<file path="src/sv/sha256_pkg.sv">
package sha256_pkg;

  // Initial hash value H0..H7, H0 in the lowest word
  localparam logic [7:0][31:0] IV = {
    32'h5be0cd19, 32'h1f83d9ab, 32'h9b05688c, 32'h510e527f,
    32'ha54ff53a, 32'h3c6ef372, 32'hbb67ae85, 32'h6a09e667
  };

  localparam int unsigned NumRounds = 64;
  localparam int unsigned RoundW    = $clog2(NumRounds);

  localparam logic [7:0] PadMarker = 8'h80;
  localparam logic [5:0] LenStart  = 6'd56;
  localparam logic [5:0] BlockLast = 6'd63;

  // Stream operation codes (carried on tuser)
  localparam logic OpAbsorb = 1'b0;
  localparam logic OpFinish = 1'b1;

  // Control from the sequencer to the round unit
  typedef struct packed {
    logic init;    // copy chaining value into working variables
    logic round;   // run one compression round
    logic fold;    // add working variables into chaining value
    logic clear;   // return chaining value to the initial hash
  } core_ctl_t;

  // Control from the sequencer to the message schedule
  typedef struct packed {
    logic load;    // shift in one assembled message word
    logic step;    // shift in the next expanded schedule word
  } sched_ctl_t;

  function automatic logic [31:0] rotr(input logic [31:0] x, input int unsigned n);
    rotr = (x >> n) | (x << (32 - n));
  endfunction

  function automatic logic [31:0] small_sigma0(input logic [31:0] x);
    small_sigma0 = rotr(x, 7) ^ rotr(x, 18) ^ (x >> 3);
  endfunction

  function automatic logic [31:0] small_sigma1(input logic [31:0] x);
    small_sigma1 = rotr(x, 17) ^ rotr(x, 19) ^ (x >> 10);
  endfunction

  function automatic logic [31:0] big_sigma0(input logic [31:0] x);
    big_sigma0 = rotr(x, 2) ^ rotr(x, 13) ^ rotr(x, 22);
  endfunction

  function automatic logic [31:0] big_sigma1(input logic [31:0] x);
    big_sigma1 = rotr(x, 6) ^ rotr(x, 11) ^ rotr(x, 25);
  endfunction

  // Round constants
  function automatic logic [31:0] round_k(input logic [RoundW-1:0] idx);
    case (idx)
      6'd0:  round_k = 32'h428a2f98;
      6'd1:  round_k = 32'h71374491;
      6'd2:  round_k = 32'hb5c0fbcf;
      6'd3:  round_k = 32'he9b5dba5;
      6'd4:  round_k = 32'h3956c25b;
      6'd5:  round_k = 32'h59f111f1;
      6'd6:  round_k = 32'h923f82a4;
      6'd7:  round_k = 32'hab1c5ed5;
      6'd8:  round_k = 32'hd807aa98;
      6'd9:  round_k = 32'h12835b01;
      6'd10: round_k = 32'h243185be;
      6'd11: round_k = 32'h550c7dc3;
      6'd12: round_k = 32'h72be5d74;
      6'd13: round_k = 32'h80deb1fe;
      6'd14: round_k = 32'h9bdc06a7;
      6'd15: round_k = 32'hc19bf174;
      6'd16: round_k = 32'he49b69c1;
      6'd17: round_k = 32'hefbe4786;
      6'd18: round_k = 32'h0fc19dc6;
      6'd19: round_k = 32'h240ca1cc;
      6'd20: round_k = 32'h2de92c6f;
      6'd21: round_k = 32'h4a7484aa;
      6'd22: round_k = 32'h5cb0a9dc;
      6'd23: round_k = 32'h76f988da;
      6'd24: round_k = 32'h983e5152;
      6'd25: round_k = 32'ha831c66d;
      6'd26: round_k = 32'hb00327c8;
      6'd27: round_k = 32'hbf597fc7;
      6'd28: round_k = 32'hc6e00bf3;
      6'd29: round_k = 32'hd5a79147;
      6'd30: round_k = 32'h06ca6351;
      6'd31: round_k = 32'h14292967;
      6'd32: round_k = 32'h27b70a85;
      6'd33: round_k = 32'h2e1b2138;
      6'd34: round_k = 32'h4d2c6dfc;
      6'd35: round_k = 32'h53380d13;
      6'd36: round_k = 32'h650a7354;
      6'd37: round_k = 32'h766a0abb;
      6'd38: round_k = 32'h81c2c92e;
      6'd39: round_k = 32'h92722c85;
      6'd40: round_k = 32'ha2bfe8a1;
      6'd41: round_k = 32'ha81a664b;
      6'd42: round_k = 32'hc24b8b70;
      6'd43: round_k = 32'hc76c51a3;
      6'd44: round_k = 32'hd192e819;
      6'd45: round_k = 32'hd6990624;
      6'd46: round_k = 32'hf40e3585;
      6'd47: round_k = 32'h106aa070;
      6'd48: round_k = 32'h19a4c116;
      6'd49: round_k = 32'h1e376c08;
      6'd50: round_k = 32'h2748774c;
      6'd51: round_k = 32'h34b0bcb5;
      6'd52: round_k = 32'h391c0cb3;
      6'd53: round_k = 32'h4ed8aa4a;
      6'd54: round_k = 32'h5b9cca4f;
      6'd55: round_k = 32'h682e6ff3;
      6'd56: round_k = 32'h748f82ee;
      6'd57: round_k = 32'h78a5636f;
      6'd58: round_k = 32'h84c87814;
      6'd59: round_k = 32'h8cc70208;
      6'd60: round_k = 32'h90befffa;
      6'd61: round_k = 32'ha4506ceb;
      6'd62: round_k = 32'hbef9a3f7;
      6'd63: round_k = 32'hc67178f2;
      default: round_k = 32'h0;
    endcase
  endfunction

endpackage

</file>
<file path="src/sv/sha256_stream_hasher.sv">
// SHA-256 stream hasher. Each input transaction carries one message byte
// (tuser = 0) or a finish request (tuser = 1). Bytes are absorbed back to
// back, except that the 64th byte of a block also starts the compression:
// one shared round unit runs 64 rounds, one per cycle, then folds the result
// into the chaining value, and the input is not ready until that is done. A
// finish feeds the padding one byte per cycle, pausing for each compression,
// through the same path (9 to 72 bytes, one or two more compressions), then
// moves the digest into an output register and clears the hash state. The
// eight big-endian digest words, word 0 first and word 7 marked by tlast,
// drain from that register while the next message is already being absorbed;
// a second finish waits until the previous digest has gone out.
module sha256_stream_hasher (
  input  logic        clk_i,
  input  logic        rst_ni,
  input  logic        s_axis_tvalid,
  output logic        s_axis_tready,
  input  logic [7:0]  s_axis_tdata,   // [7:0] data_byte
  input  logic        s_axis_tuser,   // [0] operation
  output logic        m_axis_tvalid,
  input  logic        m_axis_tready,
  output logic [39:0] m_axis_tdata,   // [31:0] digest_word, [34:32] word_index, [39:35] zero
  output logic        m_axis_tlast    // last_word
);
  import sha256_pkg::*;

  localparam logic [2:0] StIdle  = 3'd0;
  localparam logic [2:0] StPad   = 3'd1;
  localparam logic [2:0] StRound = 3'd2;
  localparam logic [2:0] StFold  = 3'd3;
  localparam logic [2:0] StDone  = 3'd4;

  logic [2:0]        state_q, state_d;
  logic [5:0]        bytes_q, bytes_d;
  logic [60:0]       msg_bytes_q, msg_bytes_d;
  logic [23:0]       acc_q, acc_d;
  logic [RoundW-1:0] rnd_q, rnd_d;
  logic              fin_q, fin_d;
  logic              marker_q, marker_d;
  logic              len_q, len_d;
  logic              last_blk_q, last_blk_d;

  logic [7:0][31:0]  out_words_q, out_words_d;
  logic [2:0]        out_idx_q, out_idx_d;
  logic              out_busy_q, out_busy_d;

  logic              in_xact, out_xact;
  logic              put_en;
  logic [7:0]        put_byte;
  logic              pad_len;
  logic [63:0]       msg_bits;
  logic [31:0]       sched_w;
  logic [7:0][31:0]  chain;
  core_ctl_t         core_ctl;
  sched_ctl_t        sched_ctl;

  assign in_xact  = s_axis_tvalid && s_axis_tready;
  assign out_xact = m_axis_tvalid && m_axis_tready;
  assign msg_bits = {msg_bytes_q, 3'b000};

  // Padding byte: marker, then zeros up to byte 56, then the big-endian bit length
  assign pad_len = marker_q && (len_q || (bytes_q == LenStart));

  always_comb begin
    put_en   = 1'b0;
    put_byte = s_axis_tdata;
    if (state_q == StIdle) begin
      put_en = in_xact && (s_axis_tuser == OpAbsorb);
    end else if (state_q == StPad) begin
      put_en = 1'b1;
      if (!marker_q) begin
        put_byte = PadMarker;
      end else if (pad_len) begin
        put_byte = msg_bits[{~bytes_q[2:0], 3'b000} +: 8];
      end else begin
        put_byte = 8'h00;
      end
    end
  end

  // Sequencer
  always_comb begin
    state_d     = state_q;
    bytes_d     = bytes_q;
    msg_bytes_d = msg_bytes_q;
    acc_d       = acc_q;
    rnd_d       = rnd_q;
    fin_d       = fin_q;
    marker_d    = marker_q;
    len_d       = len_q;
    last_blk_d  = last_blk_q;
    core_ctl    = '0;
    sched_ctl   = '0;

    if (put_en) begin
      acc_d          = {acc_q[15:0], put_byte};
      bytes_d        = bytes_q + 6'd1;
      sched_ctl.load = (bytes_q[1:0] == 2'b11);
      if (bytes_q == BlockLast) begin
        core_ctl.init = 1'b1;
        rnd_d         = '0;
        state_d       = StRound;
      end
    end

    case (state_q)
      StIdle: begin
        if (in_xact) begin
          if (s_axis_tuser == OpAbsorb) begin
            msg_bytes_d = msg_bytes_q + 61'd1;
          end else begin
            fin_d   = 1'b1;
            state_d = StPad;
          end
        end
      end
      StPad: begin
        if (!marker_q) begin
          marker_d = 1'b1;
        end else if (pad_len) begin
          len_d = 1'b1;
          if (bytes_q == BlockLast) begin
            last_blk_d = 1'b1;
          end
        end
      end
      StRound: begin
        core_ctl.round = 1'b1;
        sched_ctl.step = 1'b1;
        rnd_d          = rnd_q + 1'b1;
        if (rnd_q == RoundW'(NumRounds - 1)) begin
          state_d = StFold;
        end
      end
      StFold: begin
        core_ctl.fold = 1'b1;
        if (!fin_q) begin
          state_d = StIdle;
        end else if (last_blk_q) begin
          state_d = StDone;
        end else begin
          state_d = StPad;
        end
      end
      StDone: begin
        // Hand the digest to the output register and restart the hash
        if (!out_busy_q) begin
          core_ctl.clear = 1'b1;
          bytes_d        = '0;
          msg_bytes_d    = '0;
          fin_d          = 1'b0;
          marker_d       = 1'b0;
          len_d          = 1'b0;
          last_blk_d     = 1'b0;
          state_d        = StIdle;
        end
      end
      default: begin
        state_d = StIdle;
      end
    endcase
  end

  // Output register: load the digest, shift one word per transaction
  always_comb begin
    out_words_d = out_words_q;
    out_idx_d   = out_idx_q;
    out_busy_d  = out_busy_q;
    if ((state_q == StDone) && !out_busy_q) begin
      out_words_d = chain;
      out_idx_d   = '0;
      out_busy_d  = 1'b1;
    end else if (out_xact) begin
      for (int i = 0; i < 7; i++) begin
        out_words_d[i] = out_words_q[i+1];
      end
      out_idx_d = out_idx_q + 3'd1;
      if (out_idx_q == 3'd7) begin
        out_busy_d = 1'b0;
      end
    end
  end

  always_ff @(posedge clk_i or negedge rst_ni) begin
    if (!rst_ni) begin
      state_q     <= StIdle;
      bytes_q     <= '0;
      msg_bytes_q <= '0;
      rnd_q       <= '0;
      fin_q       <= 1'b0;
      marker_q    <= 1'b0;
      len_q       <= 1'b0;
      last_blk_q  <= 1'b0;
      out_idx_q   <= '0;
      out_busy_q  <= 1'b0;
    end else begin
      state_q     <= state_d;
      bytes_q     <= bytes_d;
      msg_bytes_q <= msg_bytes_d;
      rnd_q       <= rnd_d;
      fin_q       <= fin_d;
      marker_q    <= marker_d;
      len_q       <= len_d;
      last_blk_q  <= last_blk_d;
      out_idx_q   <= out_idx_d;
      out_busy_q  <= out_busy_d;
    end
  end

  always_ff @(posedge clk_i) begin
    acc_q       <= acc_d;
    out_words_q <= out_words_d;
  end

  sha256_sched u_sched (
    .clk_i  (clk_i),
    .ctl_i  (sched_ctl),
    .word_i ({acc_q, put_byte}),
    .w_o    (sched_w)
  );

  sha256_core u_core (
    .clk_i   (clk_i),
    .rst_ni  (rst_ni),
    .ctl_i   (core_ctl),
    .rnd_i   (rnd_q),
    .w_i     (sched_w),
    .chain_o (chain)
  );

  assign s_axis_tready = (state_q == StIdle);
  assign m_axis_tvalid = out_busy_q;
  assign m_axis_tdata  = {5'b00000, out_idx_q, out_words_q[0]};
  assign m_axis_tlast  = (out_idx_q == 3'd7);

endmodule

</file>
<file path="src/sv/sha256_sched.sv">
module sha256_sched (
  input  logic                   clk_i,
  input  sha256_pkg::sched_ctl_t ctl_i,
  input  logic [31:0]            word_i,
  output logic [31:0]            w_o
);
  import sha256_pkg::*;

  // Sixteen-word window, oldest word in entry 0
  logic [15:0][31:0] win_q;
  logic [15:0][31:0] win_d;
  logic [31:0]       next_w;

  // Expand W[t+16] from the current window
  assign next_w = small_sigma1(win_q[14]) + win_q[9] + small_sigma0(win_q[1]) + win_q[0];

  always_comb begin
    win_d = win_q;
    if (ctl_i.load || ctl_i.step) begin
      for (int i = 0; i < 15; i++) begin
        win_d[i] = win_q[i+1];
      end
      win_d[15] = ctl_i.load ? word_i : next_w;
    end
  end

  always_ff @(posedge clk_i) begin
    win_q <= win_d;
  end

  assign w_o = win_q[0];

endmodule

</file>
<file path="src/sv/sha256_core.sv">
module sha256_core (
  input  logic                          clk_i,
  input  logic                          rst_ni,
  input  sha256_pkg::core_ctl_t         ctl_i,
  input  logic [sha256_pkg::RoundW-1:0] rnd_i,
  input  logic [31:0]                   w_i,
  output logic [7:0][31:0]              chain_o
);
  import sha256_pkg::*;

  logic [7:0][31:0] chain_q, chain_d;
  logic [7:0][31:0] v_q, v_d;
  logic [31:0]      t1, t2, ch, maj;

  // One compression round on the working variables a..h (entries 0..7)
  assign ch  = (v_q[4] & v_q[5]) ^ (~v_q[4] & v_q[6]);
  assign maj = (v_q[0] & v_q[1]) ^ (v_q[0] & v_q[2]) ^ (v_q[1] & v_q[2]);
  assign t1  = v_q[7] + big_sigma1(v_q[4]) + ch + round_k(rnd_i) + w_i;
  assign t2  = big_sigma0(v_q[0]) + maj;

  always_comb begin
    v_d = v_q;
    if (ctl_i.init) begin
      v_d = chain_q;
    end else if (ctl_i.round) begin
      v_d[7] = v_q[6];
      v_d[6] = v_q[5];
      v_d[5] = v_q[4];
      v_d[4] = v_q[3] + t1;
      v_d[3] = v_q[2];
      v_d[2] = v_q[1];
      v_d[1] = v_q[0];
      v_d[0] = t1 + t2;
    end
  end

  // Fold the block result into the chaining value, or restart it
  always_comb begin
    chain_d = chain_q;
    if (ctl_i.clear) begin
      chain_d = IV;
    end else if (ctl_i.fold) begin
      for (int i = 0; i < 8; i++) begin
        chain_d[i] = chain_q[i] + v_q[i];
      end
    end
  end

  always_ff @(posedge clk_i or negedge rst_ni) begin
    if (!rst_ni) begin
      chain_q <= IV;
    end else begin
      chain_q <= chain_d;
    end
  end

  always_ff @(posedge clk_i) begin
    v_q <= v_d;
  end

  assign chain_o = chain_q;

endmodule

</file>
<file path="config.mk">
export PLATFORM = sky130hd
export DESIGN_NAME = sha256_stream_hasher
export DESIGN_NICKNAME = d
export VERILOG_FILES = /design/src/sv/sha256_pkg.sv /design/src/sv/sha256_stream_hasher.sv /design/src/sv/sha256_sched.sv /design/src/sv/sha256_core.sv
export SDC_FILE = /design/constraint.sdc
export NUM_CORES = 2
export LEC_CHECK = 0
export BUFFER_PORTS_ARGS = -buffer_cell sky130_fd_sc_hd__buf_2
export CAP_MARGIN = 10
export CORE_MARGIN = 2
export CORE_UTILIZATION = 58
export CTS_CLUSTER_DIAMETER = 120
export DETAILED_ROUTE_END_ITERATION = 12
export GPL_TIMING_DRIVEN = 0
export MAX_ROUTING_LAYER = met4
export PLACE_DENSITY = 0.74
export SYNTH_ARGS = -nofsm -noshare
export SYNTH_HDL_FRONTEND = slang
export SYNTH_SLANG_ARGS = --single-unit
</file>
<file path="constraint.sdc">
create_clock -name clk_i -period 14 [get_ports clk_i]
set_input_delay 1.4 -clock clk_i [delete_from_list [all_inputs] [get_ports clk_i]]
set_output_delay 1.4 -clock clk_i [all_outputs]
set_load 0.02 [all_outputs]
</file>
Word level (Yosys, flattened, before mapping)
Memories as Yosys holds them, arrays and structs flattened.
Cells that the tools add are included.
Cells by class
  add/sub/neg operators: 22
  equality and inequality tests: 16
  shift operators: 1
  mux-type cells: 56
  bitwise gates (word level): 29
  reduce and logical (&&, ||, !) cells: 24
Operators by type and width (count)
  2-to-1 mux 256 bit: 4
  adder 32 bit: 18
  2-to-1 mux 224 bit: 2
  XOR 32 bit: 9
  2-to-1 mux 61 bit: 3
  bitwise AND 32 bit: 5
  one-hot mux 61 bit (2 select lines): 1
  indexed part select 64 x 7 -> 8 bit: 1
  adder 61 x 1 -> 61 bit, second input constant: 1
  2-to-1 mux 6 bit: 6
  2-to-1 mux 32 bit: 1
  2-to-1 mux 8 bit: 4
  inverter 32 bit: 1
  bitwise OR 10 x 32 -> 32 bit: 1
  bitwise OR 13 x 32 -> 32 bit: 1
  bitwise OR 14 x 32 -> 32 bit: 1
  bitwise OR 15 x 32 -> 32 bit: 1
  bitwise OR 19 x 32 -> 32 bit: 1
  bitwise OR 21 x 32 -> 32 bit: 1
  bitwise OR 25 x 32 -> 32 bit: 1
  bitwise OR 26 x 32 -> 32 bit: 1
  bitwise OR 30 x 32 -> 32 bit: 1
  bitwise OR 7 x 32 -> 32 bit: 1
  XOR 32 x 22 -> 32 bit: 1
  24 further kinds: 81
Storage, ports and cells
  register bits after elaboration: 1388
  bits in read-only memories: 2048
  input port bits: 13
  output and inout port bits: 43
  word-level logic and storage cells: 200
  memories: 1
Memories
  (no name shown): words 64, width 32, rd ports 1, clocked after Yosys merged registers in 0, wr ports 0, RTL line sha256_pkg.sv:56  | case (idx)

Depth between registers and ports, before layout
  depth after elaboration: 10
  depth in mapped cells: 41
  gate-level depth less buffers: 39

Hierarchy
A second synthesis with hierarchy kept.
Second synthesis, totals
  cell total of the unflattened synthesis: 7410
  area, all modules: 81232.9 µm²
Modules (own cells, without submodules)
  sha256_core: instances 1, cells each 4719, area an instance 44488.9 µm², sequential area each 14263.7 µm²
  sha256_sched: instances 1, cells each 1116, area an instance 20307.0 µm², sequential area each 15374.7 µm²
  sha256_stream_hasher: instances 1, cells each 1575, area an instance 16437.0 µm², sequential area each 10510.1 µm²

Least setup slack after synthesis
No wires, ideal clock.
  kind: input port to flip-flop
  start: input port s_axis_tvalid
  end: register u_sched.win_q (netlist bit u_sched.w_o[0]) (enable)
  library setup time: 901 ps
  arrival: 14232 ps
  data required time: 13099 ps
  setup slack: -1133 ps
  cell stages on the path: 6
  buffers on the path: 2
  cell sequence: nand2_1 > o21ai_1 > nand2_1 > clkbuf_1 > clkbuf_1 > nand2_1
On the way
  cells in the longest elaborated chain, start to end: 5
Ends and longest elaborated chain
  start, declared: RTL line sha256_stream_hasher.sv:15  | input logic s_axis_tvalid,
  logical AND 1 bit: RTL line sha256_stream_hasher.sv:56  | assign in_xact = s_axis_tvalid && s_axis_tready;
  logical AND 1 bit: RTL line sha256_stream_hasher.sv:67  | put_en = in_xact && (s_axis_tuser == OpAbsorb);
  2-to-1 mux 1 bit: RTL line sha256_stream_hasher.sv:66  | if (state_q == StIdle) begin
  net put_en: RTL line sha256_stream_hasher.sv:47  | logic put_en;
  2-to-1 mux 1 bit: RTL line sha256_stream_hasher.sv:94  | if (put_en) begin
  logical OR 1 bit: RTL line sha256_sched.sv:19  | if (ctl_i.load || ctl_i.step) begin
  end signal, assigned: RTL line sha256_sched.sv:28  | win_q <= win_d;
  end, declared: RTL line sha256_sched.sv:10  | logic [15:0][31:0] win_q;
The timed path passes the listed nets, and every way through them passes these cells.
A chain may end at the register's enable or synchronous reset.

==> metrics.log <==
INFO  metric synth_enable_flop_cells = 1048
INFO  metric slew_headroom = 0.0309
INFO  metric nets = 8255
INFO  metric run_status = finished clean
INFO  metric area_growth = 10.5%
INFO  metric wire_length_after_detailed_routing = 272000 um
INFO  metric worst_clock_skew = 93.1 ps
INFO  metric final_worst_path_setup_slack = 765 ps
INFO  metric worstSetupEndpointType = flop
INFO  metric final_min_period_over_clock_period = 0.945
INFO  metric yosysWarningCount = 0
INFO  metric final_routed_drc_violation_total = 0
INFO  metric postCtsSetupRepairBufs = 0
INFO  metric floorplan.io_pins = 56
INFO  metric async_flop_share = 0.245
INFO  metric power_density = 101 nW/um^2
INFO  metric die_x = 372 um
INFO  metric kind_of_critical_path = flop to flop
INFO  metric detail_route.iter0.violations = 7682
INFO  metric post_synth_num_cell_types = 90
INFO  metric routabilityCongestion = 1.03
INFO  metric viasPerCell = 6.27
INFO  metric worst_skew_pair.late_latency = 860 ps
INFO  metric ant_nets = 0
INFO  metric final_layout_size_suffix_gt1_frac = 0.0720
INFO  metric design_area = 86600 sq um
INFO  metric synth_seq_cells = 1388
INFO  metric path_clk_slew = 60 ps
INFO  metric largest_net_degree_at_the_start_of_global_routing = 120
INFO  metric slowest_delay = 820 ps
INFO  metric ys_seq_area_frac = 0.512
INFO  metric core_area = 134000 sq um
INFO  metric cts_sinks = 1388
INFO  metric cts_htree_levels = 4
INFO  metric grt_first_pass_wirelength = 390000 um
INFO  metric clk_path_buf_depth = 3
INFO  metric detailed_place_hpwl = 201000 um
INFO  metric root_buffer = clkbuf_16
INFO  metric floorplan.die.height = 372 um
INFO  metric drtPass1Iterations = 9
INFO  metric grt_pass1_vias = 58000
INFO  metric max_slew.worst_pin.slew = 1450 ps
INFO  metric routed_wire_length_per_instance = 28.5 um
INFO  metric finalHoldViolations = 0
INFO  metric slew_violations = 0
INFO  metric min_path_type = flop to flop
INFO  metric ys_dominant_reg_cell = edfxtp_1
INFO  metric fmaxAchievable = 75.6 MHz
INFO  metric worstPathMaxFanout = 14
INFO  metric synth_largest_type_area_fraction = 0.402
INFO  metric place.port_buffers = 50
INFO  metric cts.repair.resized = 0
INFO  metric tritoncts = yes
INFO  metric grt_setup_unrepaired = false
INFO  metric final-setup-viol-count = 0
INFO  metric num_rows = 134
INFO  metric ir_worst_vdd = 0.118 mV
INFO  metric crit_required = 14530 ps
INFO  metric cts.hold.buffers_added = 0
INFO  metric synth.avg_cell_area = 10.6 sq um
INFO  metric maxCapViolCount = 0
INFO  metric crit_path_top_delay_cell = o41ai_1
INFO  metric leakage_power_total = 34.8 nW
INFO  metric effective_utilization_at_floorplan = 0.586
INFO  metric tns = 0 ps
INFO  metric dpl_cell_area = 81500 sq um
INFO  metric worst_ep_arrival_time = 13770 ps
INFO  metric synth.cell_area = 78400 sq um
INFO  metric grt.overflow.total = 0
INFO  metric worst_hold_slack = 389 ps
INFO  metric dieArea = 138000 sq um
INFO  metric antenna_violations_before_repair = 13
INFO  metric yosys.area.top_type = edfxtp_1
INFO  metric ys_top_cells_by_area = edfxtp_1 40%, nand2_1 8.3%, dfrtp_1 6.5%
INFO  metric finalWorstPathRequiredPeriod = 13240 ps
INFO  metric syn_inst_count = 7423
INFO  metric mostFrequentLayoutCell = nand2_1
INFO  metric tritoncts.num_buffers = 148
INFO  metric crit_path_frequent_cell = a21oi_1
INFO  metric globalRouteTotalUtil = 0.406
INFO  metric pre_cts_ws = 1360 ps
INFO  metric dr_total_vias = 59900
INFO  metric layout.cells.most_common_list = 1725 x nand2_1, 1048 x edfxtp_1, 437 x o21ai_0
INFO  metric worstSetupStartpointType = flop
[where the power goes]
group / total (mW) / internal (mW) / switching (mW)
logic: 0.180 / 0.0464 / 0.134
clock network: 4.10 / 2.32 / 1.78
registers: 4.46 / 4.44 / 0.0156
total: 8.74 / 6.81 / 1.93
[layer usage]
metal	wire (um)	vias up	global-route usage
li1	-	26500	-
met2	120000	3627	0.594
met1	107000	29100	0.538
met3	30600	682	0.0896
met5	0	-	-
met4	14900	0	0.198
[sequential cells by signal, summed over array words and instances, names as in the netlist, 6 cells and up]
signal          flops
rnd_q               6
out_words_q       224
u_core.v_q        256
acc_q              24
u_core.chain_o    256
msg_bytes_q        61
m_axis_tdata       32
u_sched.w_o        32
u_sched.win_q     480
bytes_q             6
[synthesized netlist by cell type, types with 12 or more instances]
cell type  instances
nor2_1           333
mux2i_1           12
nand2b_1          69
o21bai_1          49
dfstp_2          136
nand3_1          101
o311ai_0          17
maj3_1            22
o21a_1            46
mux4_2            17
nor2b_1           59
buf_4             37
ha_1             395
nand2_1         1727
nand4_1           25
a22o_1            15
or2_2             12
a21o_1           178
a31oi_1           58
o211ai_1          96
or3_1             36
clkbuf_1         317
inv_1            284
a311oi_1          15
buf_1             16
nor3_1            62
fa_1             195
a21boi_0          14
mux2_2            32
o21ai_0          437
a21oi_1          416
o31ai_1           44
and3_1            44
a211oi_1          45
dfrtp_1          204
xnor2_1          409
xor2_1           212
edfxtp_1        1048
[cell type report]
| type | count | area [sq um] |
|---|---|---|
| clock inverters | 76 | 1080 |
| fillers | 10400 | 47200 |
| repair buffers | 75 | 838 |
| plain buffers | 371 | 1550 |
| inverters | 288 | 1090 |
| multi-input cells | 5380 | 35700 |
| diodes | 10 | 25.0 |
| flip-flops and latches | 1388 | 40100 |
| well taps | 1768 | 2210 |
| clock buffers | 200 | 3990 |
[critical path: cells and delay by family, from the launching register on]
kind	cells	cell delay [ps]
XOR/XNOR	2	380
multiplexers	2	1060
flip-flops	1	700
AND/OR/NAND/NOR	4	1810
buffers and inverters	6	2110
adder cells (fa/ha/maj)	7	3210
AO/OA/AOI/OAI	14	3640
[kinds of logic (layout without fill, tap and decap cells)]
family / after synthesis / count (layout) / synth area share
XOR/XNOR: 621 / 621 / 0.0694
flip-flops: 1388 / 1388 / 0.512
AND/OR/NAND/NOR: 2520 / 2520 / 0.134
AO/OA/AOI/OAI: 1561 / 1561 / 0.125
other: 1 / 15 / 0.0000478
multiplexers: 61 / 61 / 0.0110
buffers and inverters: 659 / 1010 / 0.0333
adder cells (fa/ha/maj): 612 / 612 / 0.116
[per-stage QoR]
stage / instances / power, mW / util
after CTS: 9546 / 8.76 / 0.647
after floorplan: 7427 / 4.66 / -
after detailed placement: 9270 / 4.72 / 0.609
after global placement: 9245 / 4.75 / 0.604
after global routing: 9552 / 8.93 / 0.647
final: 9556 / 8.74 / 0.647
[worst paths after layout]
path / from / end / slack (ps) / cells past startpoint
hold reg to reg: u_sched.win_q[130] / u_sched.win_q[98] / 390 / 0
min in group asynchronous: rst_ni / msg_bytes_q[30] / 570 / 1
hold / removal: u_sched.win_q[130] / u_sched.win_q[98] / 390 / 0
setup reg to reg: rnd_q[1] / u_core.v_q[31] / 760 / 35
max in group asynchronous: rst_ni / u_core.chain_o[47] / 11390 / 4
setup / recovery: rnd_q[1] / u_core.v_q[31] / 760 / 35
No activity file was read; power rests on OpenSTA's default activity.
